[config.mk]
export PLATFORM = sky130hd
export DESIGN_NAME = threshold_panel_controller_unit
export DESIGN_NICKNAME = d
export VERILOG_FILES = /design/src/rtl/core/tpc_pkg.sv /design/src/rtl/core/threshold_panel_controller_unit.sv
export SDC_FILE = /design/constraint.sdc
export NUM_CORES = 1
export LEC_CHECK = 0
export BUFFER_PORTS_ARGS = -buffer_cell sky130_fd_sc_hd__buf_4
export CAP_MARGIN = 30
export CELL_PAD_IN_SITES_DETAIL_PLACEMENT = 0
export CELL_PAD_IN_SITES_GLOBAL_PLACEMENT = 1
export CORE_ASPECT_RATIO = 0.5
export CORE_UTILIZATION = 36
export CTS_BUF_LIST = sky130_fd_sc_hd__clkbuf_4
export DETAILED_ROUTE_END_ITERATION = 8
export PLACE_DENSITY_LB_ADDON = 0.1
export SYNTH_ARGS = -nofsm -noshare
export SYNTH_HDL_FRONTEND = slang
export SYNTH_SLANG_ARGS = --single-unit
[constraint.sdc]
create_clock -name clk -period 11.4 [get_ports clk]
set_input_delay 2.28 -clock clk [delete_from_list [all_inputs] [get_ports clk]]
set_output_delay 2.28 -clock clk [all_outputs]
set_load 0.005 [all_outputs]
[src/rtl/core/tpc_pkg.sv]
// ----------------------------------------------------------------------------
// tpc_pkg
// Types and constants of the threshold panel controller: item structs,
// opcodes, configuration register indexes and fixed scaling constants.
// ----------------------------------------------------------------------------
package tpc_pkg;

  localparam int unsigned FIELD_COUNT = 4;
  localparam int unsigned FIELD_W     = 2;
  localparam int unsigned CFG_W       = 16;
  localparam int unsigned CFG_IDX_W   = 2;
  localparam int unsigned OUT_LIM_W   = 8;

  typedef enum logic [2:0] {
    OP_POLL       = 3'd0,
    OP_SET_MANUAL = 3'd1,
    OP_SET_MOTOR  = 3'd2,
    OP_MIN_TEMP   = 3'd3,
    OP_MAX_TEMP   = 3'd4,
    OP_MIN_SOIL   = 3'd5,
    OP_MAX_SOIL   = 3'd6
  } op_t;

  typedef enum logic [CFG_IDX_W-1:0] {
    CFG_LONG_PRESS   = 2'd0,
    CFG_CHOOSE_SHORT = 2'd1,
    CFG_UPDOWN_SHORT = 2'd2
  } cfg_idx_t;

  localparam logic [CFG_W-1:0] LONG_PRESS_RST   = 16'd2000;
  localparam logic [CFG_W-1:0] CHOOSE_SHORT_RST = 16'd10;
  localparam logic [CFG_W-1:0] UPDOWN_SHORT_RST = 16'd5;

  // button bit positions in the level vector
  localparam int unsigned BTN_CHOOSE = 0;
  localparam int unsigned BTN_UP     = 1;
  localparam int unsigned BTN_DOWN   = 2;
  localparam int unsigned BTN_COUNT  = 3;

  localparam logic signed [11:0] TEMP_COLD = -12'sd1600;
  localparam logic [6:0]  SOIL_SCALE   = 7'd100;
  localparam logic [11:0] SOIL_DIV     = 12'd4095;
  localparam logic [6:0]  SOIL_PCT_MAX = 7'd100;

  typedef struct packed {
    op_t                opcode;
    logic signed [15:0] set_value;
    logic [15:0]        time_ms;
    logic               choose_level;
    logic               up_level;
    logic               down_level;
    logic signed [11:0] temp_sample;
    logic [11:0]        soil_adc;
  } in_item_t;

  typedef struct packed {
    logic                          relay_drive;
    logic                          temp_warning;
    logic                          soil_warning;
    logic                          manual_on;
    logic                          setup_on;
    logic [FIELD_W-1:0]            field_selected;
    logic signed [OUT_LIM_W-1:0]   temp_low_limit;
    logic signed [OUT_LIM_W-1:0]   temp_high_limit;
    logic signed [OUT_LIM_W-1:0]   soil_low_limit;
    logic signed [OUT_LIM_W-1:0]   soil_high_limit;
    logic                          limits_changed;
    logic                          manual_changed;
  } out_item_t;

endpackage

[src/rtl/core/threshold_panel_controller_unit.sv]
// ----------------------------------------------------------------------------
// threshold_panel_controller_unit
// Button press timing, setup/manual control, threshold limits and sensor
// warnings of a panel controller, one item out for each item in.
// ----------------------------------------------------------------------------
// Path: input register, then result register; all update logic sits
//   between them.
// Throughput: one item per cycle; the input register is refilled while a
//   result waits, so only a stalled result stalls the input side.
// Reset: synchronous active-low; buttons released, stamps and limits zero,
//   motor on, config registers at 2000/10/5 ms.
module threshold_panel_controller_unit #(
  parameter int unsigned TIME_BITS  = 16,
  parameter int unsigned LIMIT_BITS = 8
) (
  input  logic                                 clk,
  input  logic                                 rst_n,

  input  logic                                 in_valid,
  output logic                                 in_stall,
  input  tpc_pkg::in_item_t                    in_item,

  output logic                                 out_valid,
  input  logic                                 out_stall,
  output tpc_pkg::out_item_t                   out_item,

  input  logic                                 cfg_wr_en,
  input  logic [tpc_pkg::CFG_IDX_W-1:0]        cfg_index,
  input  logic [tpc_pkg::CFG_W-1:0]            cfg_wdata
);

  localparam int unsigned CMP_W = (TIME_BITS > tpc_pkg::CFG_W) ? TIME_BITS : tpc_pkg::CFG_W;
  localparam int unsigned TW    = LIMIT_BITS + 5;
  localparam int unsigned SW    = LIMIT_BITS + 1;
  localparam int LIM_MAX_I = (1 << (LIMIT_BITS - 1)) - 1;
  localparam int LIM_MIN_I = -LIM_MAX_I - 1;
  localparam logic signed [LIMIT_BITS-1:0] LIM_MAX = LIMIT_BITS'(LIM_MAX_I);
  localparam logic signed [LIMIT_BITS-1:0] LIM_MIN = LIMIT_BITS'(LIM_MIN_I);

  // configuration
  logic [tpc_pkg::CFG_W-1:0] long_press_r, choose_short_r, updown_short_r;

  // stage registers
  logic                in_valid_r;
  tpc_pkg::in_item_t   in_item_r;
  logic                out_valid_r;
  tpc_pkg::out_item_t  out_item_r, out_item_nxt;
  logic                adv;

  // controller state
  logic [tpc_pkg::BTN_COUNT-1:0]    prev_r, prev_nxt;
  logic [TIME_BITS-1:0]             stamp_r   [tpc_pkg::BTN_COUNT];
  logic [TIME_BITS-1:0]             stamp_nxt [tpc_pkg::BTN_COUNT];
  logic                             setup_r, setup_nxt;
  logic [tpc_pkg::FIELD_W-1:0]      field_r, field_nxt;
  logic                             manual_r, manual_nxt;
  logic                             motor_r, motor_nxt;
  logic signed [LIMIT_BITS-1:0]     lim_r   [tpc_pkg::FIELD_COUNT];
  logic signed [LIMIT_BITS-1:0]     lim_nxt [tpc_pkg::FIELD_COUNT];

  logic [6:0] soil_pct;

  assign adv       = in_valid_r && (!out_valid_r || !out_stall);
  assign in_stall  = in_valid_r && !adv;
  assign out_valid = out_valid_r;
  assign out_item  = out_item_r;

  always_ff @(posedge clk) begin
    if (!rst_n) begin
      long_press_r   <= tpc_pkg::LONG_PRESS_RST;
      choose_short_r <= tpc_pkg::CHOOSE_SHORT_RST;
      updown_short_r <= tpc_pkg::UPDOWN_SHORT_RST;
    end else if (cfg_wr_en) begin
      unique case (cfg_index)
        tpc_pkg::CFG_LONG_PRESS:   long_press_r   <= cfg_wdata;
        tpc_pkg::CFG_CHOOSE_SHORT: choose_short_r <= cfg_wdata;
        tpc_pkg::CFG_UPDOWN_SHORT: updown_short_r <= cfg_wdata;
        default: ;
      endcase
    end
  end

  always_ff @(posedge clk) begin
    if (!rst_n) begin
      in_valid_r  <= 1'b0;
      out_valid_r <= 1'b0;
    end else begin
      if (!in_stall) in_valid_r <= in_valid;
      if (!out_valid_r || !out_stall) out_valid_r <= in_valid_r;
    end
  end

  always_ff @(posedge clk) begin
    if (in_valid && !in_stall) in_item_r <= in_item;
    if (adv) out_item_r <= out_item_nxt;
  end

  always_ff @(posedge clk) begin
    if (!rst_n) begin
      prev_r   <= '1;
      setup_r  <= 1'b0;
      field_r  <= '0;
      manual_r <= 1'b0;
      motor_r  <= 1'b1;
      for (int i = 0; i < tpc_pkg::BTN_COUNT; i++) stamp_r[i] <= '0;
      for (int i = 0; i < tpc_pkg::FIELD_COUNT; i++) lim_r[i] <= '0;
    end else if (adv) begin
      prev_r   <= prev_nxt;
      setup_r  <= setup_nxt;
      field_r  <= field_nxt;
      manual_r <= manual_nxt;
      motor_r  <= motor_nxt;
      for (int i = 0; i < tpc_pkg::BTN_COUNT; i++) stamp_r[i] <= stamp_nxt[i];
      for (int i = 0; i < tpc_pkg::FIELD_COUNT; i++) lim_r[i] <= lim_nxt[i];
    end
  end

  // soil percent = adc*100/4095: estimate by /4096, then one correction step
  logic [18:0] soil_prod;
  logic [18:0] soil_rem;
  logic [6:0]  soil_q0;

  always_comb begin
    soil_prod = 19'(in_item_r.soil_adc) * 19'(tpc_pkg::SOIL_SCALE);
    soil_q0   = soil_prod[18:12];
    soil_rem  = soil_prod - {soil_q0, 12'b0} + 19'(soil_q0);
    soil_pct  = (soil_rem >= 19'(tpc_pkg::SOIL_DIV)) ? soil_q0 + 7'd1 : soil_q0;
  end

  logic [tpc_pkg::BTN_COUNT-1:0] lvl, rel;
  logic [TIME_BITS-1:0]          now;
  logic [CMP_W-1:0]              dur [tpc_pkg::BTN_COUNT];
  logic [CMP_W-1:0]              long_x, choose_x, updown_x;
  logic signed [LIMIT_BITS-1:0]  cur, sat_val;
  logic [tpc_pkg::FIELD_W-1:0]   wr_idx;
  logic signed [11:0]            temp;
  logic signed [TW-1:0]          temp_x, lo_x, hi_x;
  logic signed [SW-1:0]          soil_x, slo_x, shi_x;
  logic                          lim_pulse, man_pulse, tw, sw;

  always_comb begin
    prev_nxt   = prev_r;
    setup_nxt  = setup_r;
    field_nxt  = field_r;
    manual_nxt = manual_r;
    motor_nxt  = motor_r;
    stamp_nxt  = stamp_r;
    lim_nxt    = lim_r;
    lim_pulse  = 1'b0;
    man_pulse  = 1'b0;
    rel        = '0;
    now        = TIME_BITS'(in_item_r.time_ms);
    lvl        = {in_item_r.down_level, in_item_r.up_level, in_item_r.choose_level};
    long_x     = CMP_W'(long_press_r);
    choose_x   = CMP_W'(choose_short_r);
    updown_x   = CMP_W'(updown_short_r);
    cur        = lim_r[field_r];
    wr_idx     = tpc_pkg::FIELD_W'(in_item_r.opcode - tpc_pkg::OP_MIN_TEMP);

    if (int'(in_item_r.set_value) > LIM_MAX_I) sat_val = LIM_MAX;
    else if (int'(in_item_r.set_value) < LIM_MIN_I) sat_val = LIM_MIN;
    else sat_val = LIMIT_BITS'(in_item_r.set_value);

    for (int i = 0; i < tpc_pkg::BTN_COUNT; i++) begin
      dur[i] = CMP_W'(TIME_BITS'(now - stamp_r[i]));
    end

    unique case (in_item_r.opcode) inside
      tpc_pkg::OP_POLL: begin
        for (int i = 0; i < tpc_pkg::BTN_COUNT; i++) begin
          if (prev_r[i] && !lvl[i]) stamp_nxt[i] = now;
          else if (!prev_r[i] && lvl[i]) rel[i] = 1'b1;
        end
        prev_nxt = lvl;

        if (rel[tpc_pkg::BTN_DOWN] && dur[tpc_pkg::BTN_DOWN] > updown_x) begin
          if (!manual_r) motor_nxt = !motor_r;
          if (setup_r && cur != LIM_MIN) cur = cur - LIMIT_BITS'(1);
        end

        if (rel[tpc_pkg::BTN_UP]) begin
          if (dur[tpc_pkg::BTN_UP] > long_x) begin
            manual_nxt = !manual_r;
            man_pulse  = 1'b1;
          end else if (dur[tpc_pkg::BTN_UP] > updown_x && setup_r) begin
            if (cur != LIM_MAX) cur = cur + LIMIT_BITS'(1);
          end
        end
        lim_nxt[field_r] = cur;

        if (rel[tpc_pkg::BTN_CHOOSE]) begin
          if (dur[tpc_pkg::BTN_CHOOSE] > long_x) begin
            if (!setup_r) begin
              field_nxt = '0;
              setup_nxt = 1'b1;
            end else begin
              setup_nxt = 1'b0;
              lim_pulse = 1'b1;
            end
          end else if (dur[tpc_pkg::BTN_CHOOSE] > choose_x) begin
            field_nxt = field_r + 1'b1;
          end
        end
      end
      tpc_pkg::OP_SET_MANUAL: manual_nxt = (in_item_r.set_value != '0);
      tpc_pkg::OP_SET_MOTOR:  motor_nxt  = (in_item_r.set_value != '0);
      tpc_pkg::OP_MIN_TEMP, tpc_pkg::OP_MAX_TEMP,
      tpc_pkg::OP_MIN_SOIL, tpc_pkg::OP_MAX_SOIL: lim_nxt[wr_idx] = sat_val;
      default: ;
    endcase

    // below -100 degrees the sensor reading is taken as zero
    temp   = (in_item_r.temp_sample < tpc_pkg::TEMP_COLD) ? '0 : in_item_r.temp_sample;
    temp_x = TW'(temp);
    lo_x   = TW'(lim_nxt[0]);
    hi_x   = TW'(lim_nxt[1]);
    lo_x   = lo_x <<< 4;
    hi_x   = hi_x <<< 4;
    tw     = (temp_x > hi_x) || (temp_x < lo_x);

    soil_x = signed'(SW'(soil_pct));
    slo_x  = SW'(lim_nxt[2]);
    shi_x  = SW'(lim_nxt[3]);
    sw     = (soil_x > shi_x) || (soil_x < slo_x);

    out_item_nxt.relay_drive     = motor_nxt;
    out_item_nxt.temp_warning    = tw;
    out_item_nxt.soil_warning    = sw;
    out_item_nxt.manual_on       = manual_nxt;
    out_item_nxt.setup_on        = setup_nxt;
    out_item_nxt.field_selected  = field_nxt;
    out_item_nxt.temp_low_limit  = signed'(lim_nxt[0][tpc_pkg::OUT_LIM_W-1:0]);
    out_item_nxt.temp_high_limit = signed'(lim_nxt[1][tpc_pkg::OUT_LIM_W-1:0]);
    out_item_nxt.soil_low_limit  = signed'(lim_nxt[2][tpc_pkg::OUT_LIM_W-1:0]);
    out_item_nxt.soil_high_limit = signed'(lim_nxt[3][tpc_pkg::OUT_LIM_W-1:0]);
    out_item_nxt.limits_changed  = lim_pulse;
    out_item_nxt.manual_changed  = man_pulse;
  end

  a_stall_cause: assert property (@(posedge clk) disable iff (!rst_n)
    in_stall |-> (out_valid_r && out_stall))
    else $error("input stalled without a stalled result");

  a_leave_setup: assert property (@(posedge clk) disable iff (!rst_n)
    (out_valid && out_item.limits_changed) |-> !out_item.setup_on)
    else $error("limits pulse while still in setup");

  a_soil_range: assert property (@(posedge clk) disable iff (!rst_n)
    in_valid_r |-> (soil_pct <= tpc_pkg::SOIL_PCT_MAX))
    else $error("soil percent above 100");

endmodule

==> results of run 1 <==
## state kept, by name (all words and copies together), names as in the netlist, 2 cells and up
register and cells:
updown_short_r 16, stamp_r 48, lim_r 32, choose_short_r 16
prev_r 3, out_item 41, long_press_r 16, now 16
field_r 2, in_item_r 46
## worst min-delay path: stages (launching register included)
cell	delay [ns]
dfxtp_1	0.31
nand2_1	0.05
a21boi_0	0.06
## layout by cell type, fill, tap and decap left out, types with 8 or more instances in the layout
master / n
a211oi_1: 11
clkbuf_4: 107
buf_4: 139
ha_1: 221
and3_1: 11
xnor2_1: 52
dfxtp_1: 138
xor2_1: 19
inv_1: 209
o211ai_1: 14
fa_1: 10
a21boi_0: 89
o21ai_0: 87
nor4_1: 12
o21a_1: 21
nand2_1: 290
a21oi_1: 96
nand3b_1: 12
o22ai_1: 23
nor2b_1: 39
a31oi_1: 15
a21o_1: 46
mux4_2: 8
and2_1: 22
nand3_1: 32
edfxtp_1: 103
nand2b_1: 20
nand4_1: 25
nor2_1: 98
nor3_1: 17
o31ai_1: 12
## per-layer routing
| metal | GRT usage | vias to the layer above |
|---|---|---|
| li1 | - | 7268 |
| met1 | 0.268 | 6676 |
| met2 | 0.352 | 309 |
| met3 | 0.0402 | 73 |
| met4 | 0.0547 | 0 |
| met5 | 0 | - |
## cell families after synthesis
group,count (synthesis),share of synthesized area
xor gates and xnor gates,72,0.0372
adders and majority gates,231,0.173
DFF,241,0.342
and+or+nand+nor,622,0.174
AOI/OAI and AO/OA,495,0.196
muxes,19,0.0174
buffers and inverters,272,0.0599
## worst max-delay path by stage
stage / from / to / slack, ns / depth (start not counted)
floorplan: in_item_r[3]$_DFFE_PP_ / out_item[38]$_DFFE_PP_ / 4.04 / 38
global placement: now[1]$_DFFE_PP_ / out_item[38]$_DFFE_PP_ / 3.29 / 38
detailed placement: now[0]$_DFFE_PP_ / out_item[38]$_DFFE_PP_ / 3.13 / 40
CTS: now[0]$_DFFE_PP_ / out_item[38]$_DFFE_PP_ / 3.15 / 40
global route: now[0]$_DFFE_PP_ / out_item[38]$_DFFE_PP_ / 2.39 / 40
finish: now[0]$_DFFE_PP_ / out_item[38]$_DFFE_PP_ / 3.05 / 40
## power by group
| part | switching, mW | internal [mW] |
|---|---|---|
| clock network | 0.416 | 0.494 |
| logic | 0.550 | 0.410 |
| registers | 0.0252 | 0.937 |
| total | 0.991 | 1.84 |
## layout make-up
| type | instances | area, um2 | area share |
|---|---|---|---|
| inverters | 210 | 788 | 0.0399 |
| clock inverters | 16 | 143 | 0.00723 |
| diodes | 3 | 7.51 | 0.000380 |
| multi-input cells | 1439 | 10300 | 0.522 |
| clock buffers | 107 | 803 | 0.0407 |
| repair buffers | 140 | 1050 | 0.0531 |
| flip-flops and latches | 241 | 5860 | 0.297 |
| well taps | 638 | 798 | 0.0404 |
## per-stage QoR
step / hold WS, ns / area [um2]
detailed placement: 0.459 / 18800
floorplan: 0.440 / 17100
CTS: 0.467 / 19700
global route: 0.484 / 19700
finish: 0.463 / 19700
global placement: 0.452 / 18800
==> results.toml, run 1 <==
[clock_network]
cts_root_buffer = "clkbuf_4"
cts_sinks = 241
clkTransAtPathRegs_ns = 0.07
clk_latency_ns = 0.77
cts_tree = "yes"
ctsHoldBuffers = 0
cts_setup_buffers = 0
htreeDepth = 3
ctsResizeCount = 0
clock_path_buffers = 3
cts_buffers = 67

[route]
wl_met1_mm = 23.6
dr_wl_met2_mm = 23.6
drc = 0
wl_per_cell_um = 17.9
totalWireLength_mm = 50.1
routed-via-count = 14326
maxUsedRoutingLayer = "met4"
wl_met3_mm = 2.08
ant_nets = 0
drtIter0Drc = 906
viasPerCell = 5.13
dr.pass1.iters = 5

[pwr]
peakVddDrop_mv = 0.117
p_leak_nw = 8.01
power_density_mw_per_mm2 = 144
p_total_mw = 2.83

[floorplanning]
fp-row-count = 56
io_pins = 128
start_util = 0.365
die_w_um = 311
die_h_um = 156
die_area_mm2 = 0.0485
core_area_mm2 = 0.0469

[finish]
layout.nets = 2415
syn_to_final_growth_pct = 15.2
layout-drive-gt1-share = 0.138
nFillCells = 4834
fin_cells = 2794
fin_util = 0.420

[critical_path]
r2r-end = "out_item[38]$_DFFE_PP_"
slowest_delay_ns = 0.51
critPathTopFamily = "compound AO/OA/AOI/OAI gates"
cp_slowest_cell = "nor4_1"
r2r_slack_ns = 3.05
critPathArrivalTime_ns = 8.88
reg2reg_from = "now[0]$_DFFE_PP_"
r2r_cells = 40
cp_num_buf_inv = 3
start_kind = "flop"
crit_path_max_fanout = 6
cp-end-kind = "flop"
required_ns = 11.93
setup.worst_path.class = "reg -> reg"

[logic_synthesis]
synth-edff-count = 103
yosysSeqAreaShare = 0.342
synth.most_common_cell = "nand2_1"
synthCells = 1952
synth_area_leaders = "edfxtp_1 18%, ha_1 16%, dfxtp_1 16%, nand2_1 6.4%, inv_1 4.6%"
syn_nets = 2268
synthTopCellsByCount = "290 x nand2_1, 221 x ha_1, 210 x inv_1"
synth_area_mm2 = 0.0171
synth.yosys.warnings = 0
async_reset_ff_frac = 0
synth_seq_cells = 241
ys.flop_type = "dfxtp_1"
synth_cell_types = 88
synth_top_area_cell = "edfxtp_1"
yosysTopAreaCellShare = 0.180
avgSynthCellArea_um2 = 8.78

[sta]
finalCritPeriodShare = 0.733
tightestPinTransition_ns = 1.01
rsz0062_at_grt = "no"
fin_tns_setup_ns = 0
setup_viol = 0
finalClockSkew_ns = 0.0567
fin_crit_ns = 8.35
setup_slack_ns = 3.05
hold_violations = 0
relSlewSlack = 0.322
fmax_mhz = 120
drv_slew = 0

[grt]
track_usage = 0.206
first_global_vias = 13892
grt_max_degree = 88
antenna_found_initial = 2
grt_pass1_wl_mm = 78.0
overflow = 0

[run_status]
status = "complete, no violations"

[placed_design]
gp_routability_congestion = 0.829
post-place-ws_ns = 3.13
placed_cells = 2668
port_buffers = 127
dp_hpwl_mm = 37.4

[run]
maxCapViolations = 0

[worst_hold_path]
worstHoldEndpoint = "updown_short_r[15]$_SDFFE_PN0P_"
hold_path.class = "reg -> reg"
whs_path_depth = 2
min-delay-start = "updown_short_r[15]$_SDFFE_PN0P_"
No activity file was read; power rests on OpenSTA's default activity.
==> run 2: changes to the inputs <==
Clock period 11.4 ns to 8.5 ns, I/O delays scaled along.
==> run 2 against run 1 <==
Effect of this change:
- die area unchanged
- highest routed layer unchanged
- largest cell class unchanged
- utilization up 0.051 points
- global-route usage is 0.14 points higher
- combinational power up 35%
- register-to-register slack got worse by 2.4 ns
- maximum frequency rose by 6.1%
- sequential cell count unchanged
==> results.toml, run 2 (synthesized netlist as in run 1, its figures left out) <==
[clock_network]
clk_latency_ns = 0.75
clkTransAtPathRegs_ns = 0.07
cts_root_buffer = "clkbuf_4"
cts_sinks = 241
clock_path_buffers = 3
ctsHoldBuffers = 0
htreeDepth = 3
cts_buffers = 66
cts_tree = "yes"

[sta]
finalCritPeriodShare = 0.926
fin_crit_ns = 7.87
drv_slew = 0
rsz0062_at_grt = "no"
whs_ns = 0.462
fmax_mhz = 127
hold_violations = 0
relSlewSlack = 0.308
finalClockSkew_ns = 0.0437
fin_tns_setup_ns = 0
tightestPinTransition_ns = 1.03
setup_viol = 0

[critical_path]
cp_slowest_cell = "fa_1"
cp_num_buf_inv = 1
crit_path_max_fanout = 5
critPathTopFamily = "compound AO/OA/AOI/OAI gates"
required_ns = 9.01
crit_top_cell = "ha_1"
cp-end-kind = "flop"
slowest_delay_ns = 0.46
start_kind = "flop"
setup.worst_path.class = "reg -> reg"
critPathArrivalTime_ns = 8.38

[route]
routed-via-count = 14216
drc = 0
ant_nets = 0
wl_per_cell_um = 17.9
dr.pass1.iters = 6
viasPerCell = 5.08
drtIter0Drc = 802
totalWireLength_mm = 50.0

[finish]
nFillCells = 4859
layout.nets = 2424
top_register = "stamp_r"
syn_to_final_growth_pct = 15.3
final_common_cell = "nand2_1"
fin_util = 0.421
layout_common_cells = "290 x nand2_1, 221 x ha_1, 209 x inv_1, 150 x buf_4, 138 x dfxtp_1"
largest_reg_flops = 48
layout-drive-gt1-share = 0.143

[pwr]
peakVddDrop_mv = 0.191
p_leak_nw = 8.03
p_total_mw = 3.71
power_density_mw_per_mm2 = 188

[floorplanning]
die_h_um = 156
io_pins = 128
core_area_mm2 = 0.0469
die_w_um = 311
start_util = 0.365
fp-row-count = 56
die_area_mm2 = 0.0485

[grt]
first_global_vias = 13827
grt_max_degree = 78
grt_pass1_wl_mm = 78.4
overflow = 0
track_usage = 0.208
antenna_found_initial = 2

[worst_hold_path]
hold_path.class = "reg -> reg"

[placed_design]
gp_routability_congestion = 0.826
port_buffers = 127
dp_hpwl_mm = 37.0

[run_status]
status = "complete, no violations"

[run]
maxCapViolations = 0
run 2: cell count changes in the layout (fill, tap and decap cells not counted), moves of 2 or more:
cell,delta
buf_4,+11
bufinv_16,-2
clkbuf_4,-2
clkinv_1,-2
diode_2,-2
o21ai_0,-2
o21ai_1,+2
o221ai_1,-2
o221ai_2,+2
run 2: layout make-up:
cell class / count / area, um2 / share of cell area
Antenna cell: 1 / 2.50 / 0.000127
Clock buffer: 105 / 788 / 0.0399
Clock inverter: 12 / 76.3 / 0.00386
Inverter: 210 / 788 / 0.0399
Multi-Input combinational cell: 1439 / 10300 / 0.523
Sequential cell: 241 / 5860 / 0.296
Tap cell: 638 / 798 / 0.0404
Timing Repair Buffer: 150 / 1130 / 0.0570
run 2: worst paths after layout:
| check | to | cells after the start | slack, ns | start |
|---|---|---|---|---|
| max | out_item[38]$_DFFE_PP_ | 37 | 0.63 | in_item_r[2]$_DFFE_PP_ |
| min | choose_short_r[10]$_SDFFE_PN0P_ | 2 | 0.46 | choose_short_r[10]$_SDFFE_PN0P_ |
| max reg2reg | out_item[38]$_DFFE_PP_ | 37 | 0.63 | in_item_r[2]$_DFFE_PP_ |
| min reg2reg | choose_short_r[10]$_SDFFE_PN0P_ | 2 | 0.46 | choose_short_r[10]$_SDFFE_PN0P_ |
run 2: per-layer routing:
metal  wire length (um)  track usage  vias up
li1                   -            -     7291
met1              23500        0.275     6584
met2              23300        0.347      268
met3               2240       0.0413       73
met4                903       0.0547        0
met5                  0            0        -
run 2: per-stage QoR:
stage	cells	setup slack (ns)	cell area [um2]
after detailed placement	2678	0.374	18900
final	2796	0.629	19800
after floorplan	1952	1.14	17100
after global placement	2678	0.523	18900
after CTS	2795	0.329	19700
after global routing	2796	0.00433	19800
run 2: repair_timing:
item	4_1_cts	5_1_grt
gates resized for setup	0	7
setup endpoints to repair	0	2
setup buffers	0	0
run 2: tightest hold or removal path, stage by stage, from the launching register on:
cell and delay, ns:
dfxtp_1 0.31, nand2_1 0.04, a21boi_0 0.06
run 2: where the power goes:
part	internal (mW)	switching, mW
Combinational	0.558	0.738
Sequential	1.26	0.0322
Clock	0.590	0.535
Total	2.40	1.31
==> run 3: changes to the inputs <==
Settings changed: CAP_MARGIN 30 to 25, MAX_ROUTING_LAYER set to met4.
Clock period 8.5 ns to 7.86 ns, I/O delays scaled along.
==> run 3 against run 2 <==
Effect of this change:
- maximum frequency grew 5.3%
- via count up 0.92%
- routed wire length grew 0.50%
- critical path type unchanged
==> results.toml, run 3 (synthesized netlist as in run 1, its figures left out) <==
[sta]
drv_slew = 0
tightestPinTransition_ns = 1.01
fmax_mhz = 134
setup_viol = 0
finalCritPeriodShare = 0.951
fin_crit_ns = 7.47
relSlewSlack = 0.324
hold_violations = 0
finalClockSkew_ns = 0.0535
fin_tns_setup_ns = 0

[grt]
first_global_vias = 13726
grt_pass1_wl_mm = 77.2
track_usage = 0.211
antenna_found_initial = 1
grt_max_degree = 101
overflow = 0

[route]
drc = 0
drtIter0Drc = 811
viasPerCell = 5.06
wl_per_cell_um = 17.7
ant_nets = 0
routed-via-count = 14347
totalWireLength_mm = 50.2
dr.pass1.iters = 5

[pwr]
power_density_mw_per_mm2 = 205
p_leak_nw = 8.22
peakVddDrop_mv = 0.149
p_total_mw = 4.16

[floorplanning]
start_util = 0.365
die_h_um = 156
io_pins = 128
die_area_mm2 = 0.0485
die_w_um = 311
fp-row-count = 56
core_area_mm2 = 0.0469

[clock_network]
clk_latency_ns = 0.77
cts_sinks = 241
clock_path_buffers = 3
cts_buffers = 67
cts_tree = "yes"
htreeDepth = 3
cts_root_buffer = "clkbuf_4"
clkTransAtPathRegs_ns = 0.07

[finish]
nFillCells = 4776
seq_area_mm2 = 0.00586
syn_to_final_growth_pct = 18.2
final_common_cell = "nand2_1"
top_register = "stamp_r"
layout-drive-gt1-share = 0.170
multi_input_area_mm2 = 0.0105
largest_reg_flops = 48
layout_common_cells = "289 x nand2_1, 214 x ha_1, 207 x inv_1, 186 x buf_4, 138 x dfxtp_1"
layout.nets = 2464

[critical_path]
crit_path_max_fanout = 5
r2r-end = "out_item[38]$_DFFE_PP_"
cp-endpoint = "out_item[38]$_DFFE_PP_"
cp_slowest_cell = "fa_1"
slowest_delay_ns = 0.54
r2r_cells = 38
required_ns = 8.39
critPathTopFamily = "compound AO/OA/AOI/OAI gates"
startpoint = "in_item_r[3]$_DFFE_PP_"
cp_num_cells = 38
r2r_slack_ns = 0.39
reg2reg_from = "in_item_r[3]$_DFFE_PP_"
cp-end-kind = "flop"
critPathArrivalTime_ns = 8.00
crit_top_cell = "ha_1"
start_kind = "flop"
setup.worst_path.class = "reg -> reg"
cp_num_buf_inv = 1

[run]
maxCapViolations = 0

[worst_hold_path]
hold_path.class = "reg -> reg"
min-delay-start = "choose_short_r[10]$_SDFFE_PN0P_"

[placed_design]
port_buffers = 127
gp_routability_congestion = 0.875
dp_hpwl_mm = 37.4

[run_status]
status = "complete, no violations"
## run 3: area by class of cell
type / instances / share of cell area
inverters: 210 / 0.0389
multi-input cells: 1439 / 0.520
repair buffers: 189 / 0.0704
clock buffers: 94 / 0.0348
clock inverters: 24 / 0.00723
well taps: 638 / 0.0394
diodes: 1 / 0.000124
flip-flops and latches: 241 / 0.289
## run 3: power by group
| part | switching [mW] | total (mW) | leakage, nW | internal (mW) |
|---|---|---|---|---|
| clock network | 0.581 | 1.20 | 0.510 | 0.619 |
| logic | 0.882 | 1.57 | 5.60 | 0.687 |
| registers | 0.0311 | 1.39 | 2.11 | 1.36 |
## run 3: repair_timing
action	in CTS	in global routing
resized for setup	2	49
cloned	0	0
pin swaps	0	19
hold buffers	0	0
buffers inserted	0	8
setup endpoints to repair	2	2
## run 3: stage by stage
step	cells	hold slack, ns	util	instance area, um2	setup WS, ns
after global routing	2836	0.486	0.432	20300	-0.105
after floorplan	1952	0.440	-	17100	0.505
after CTS	2826	0.469	0.425	20000	0.0142
after global placement	2706	0.455	0.406	19100	0.0703
final	2836	0.466	0.432	20300	0.387
after detailed placement	2708	0.460	0.407	19100	-0.0799
## run 3: worst register-to-register path, delay by kind of cell (launching register included)
kind,cells,cell delay (ns)
AOI/OAI and AO/OA,19,3.14
xor gates and xnor gates,2,0.29
buffers and inverters,1,0.06
and+or+nand+nor,9,1.07
adders and majority gates,7,2.30
DFF,1,0.42
## run 3: worst min-delay path by stage
stage                                      endpoint  slack, ns  depth (start not counted)
finish              choose_short_r[10]$_SDFFE_PN0P_       0.47                          2
floorplan                    lim_r[11]$_SDFFE_PN0P_       0.44                          2
global route                stamp_r[2]$_SDFFE_PN0P_       0.49                          2
global placement           stamp_r[14]$_SDFFE_PN0P_       0.46                          2
detailed placement         stamp_r[19]$_SDFFE_PN0P_       0.46                          2
CTS                  updown_short_r[8]$_SDFFE_PN0P_       0.47                          2
## run 3: layer usage
metal  share of wire  up-vias  track usage  routed length, um
li1                -     7349            -                  -
met1            0.47     6623        0.268              23500
met2            0.47      284        0.340              23400
met3           0.043       91       0.0417               2180
met4           0.024        0       0.0658               1190
met5               0        -            -                  0
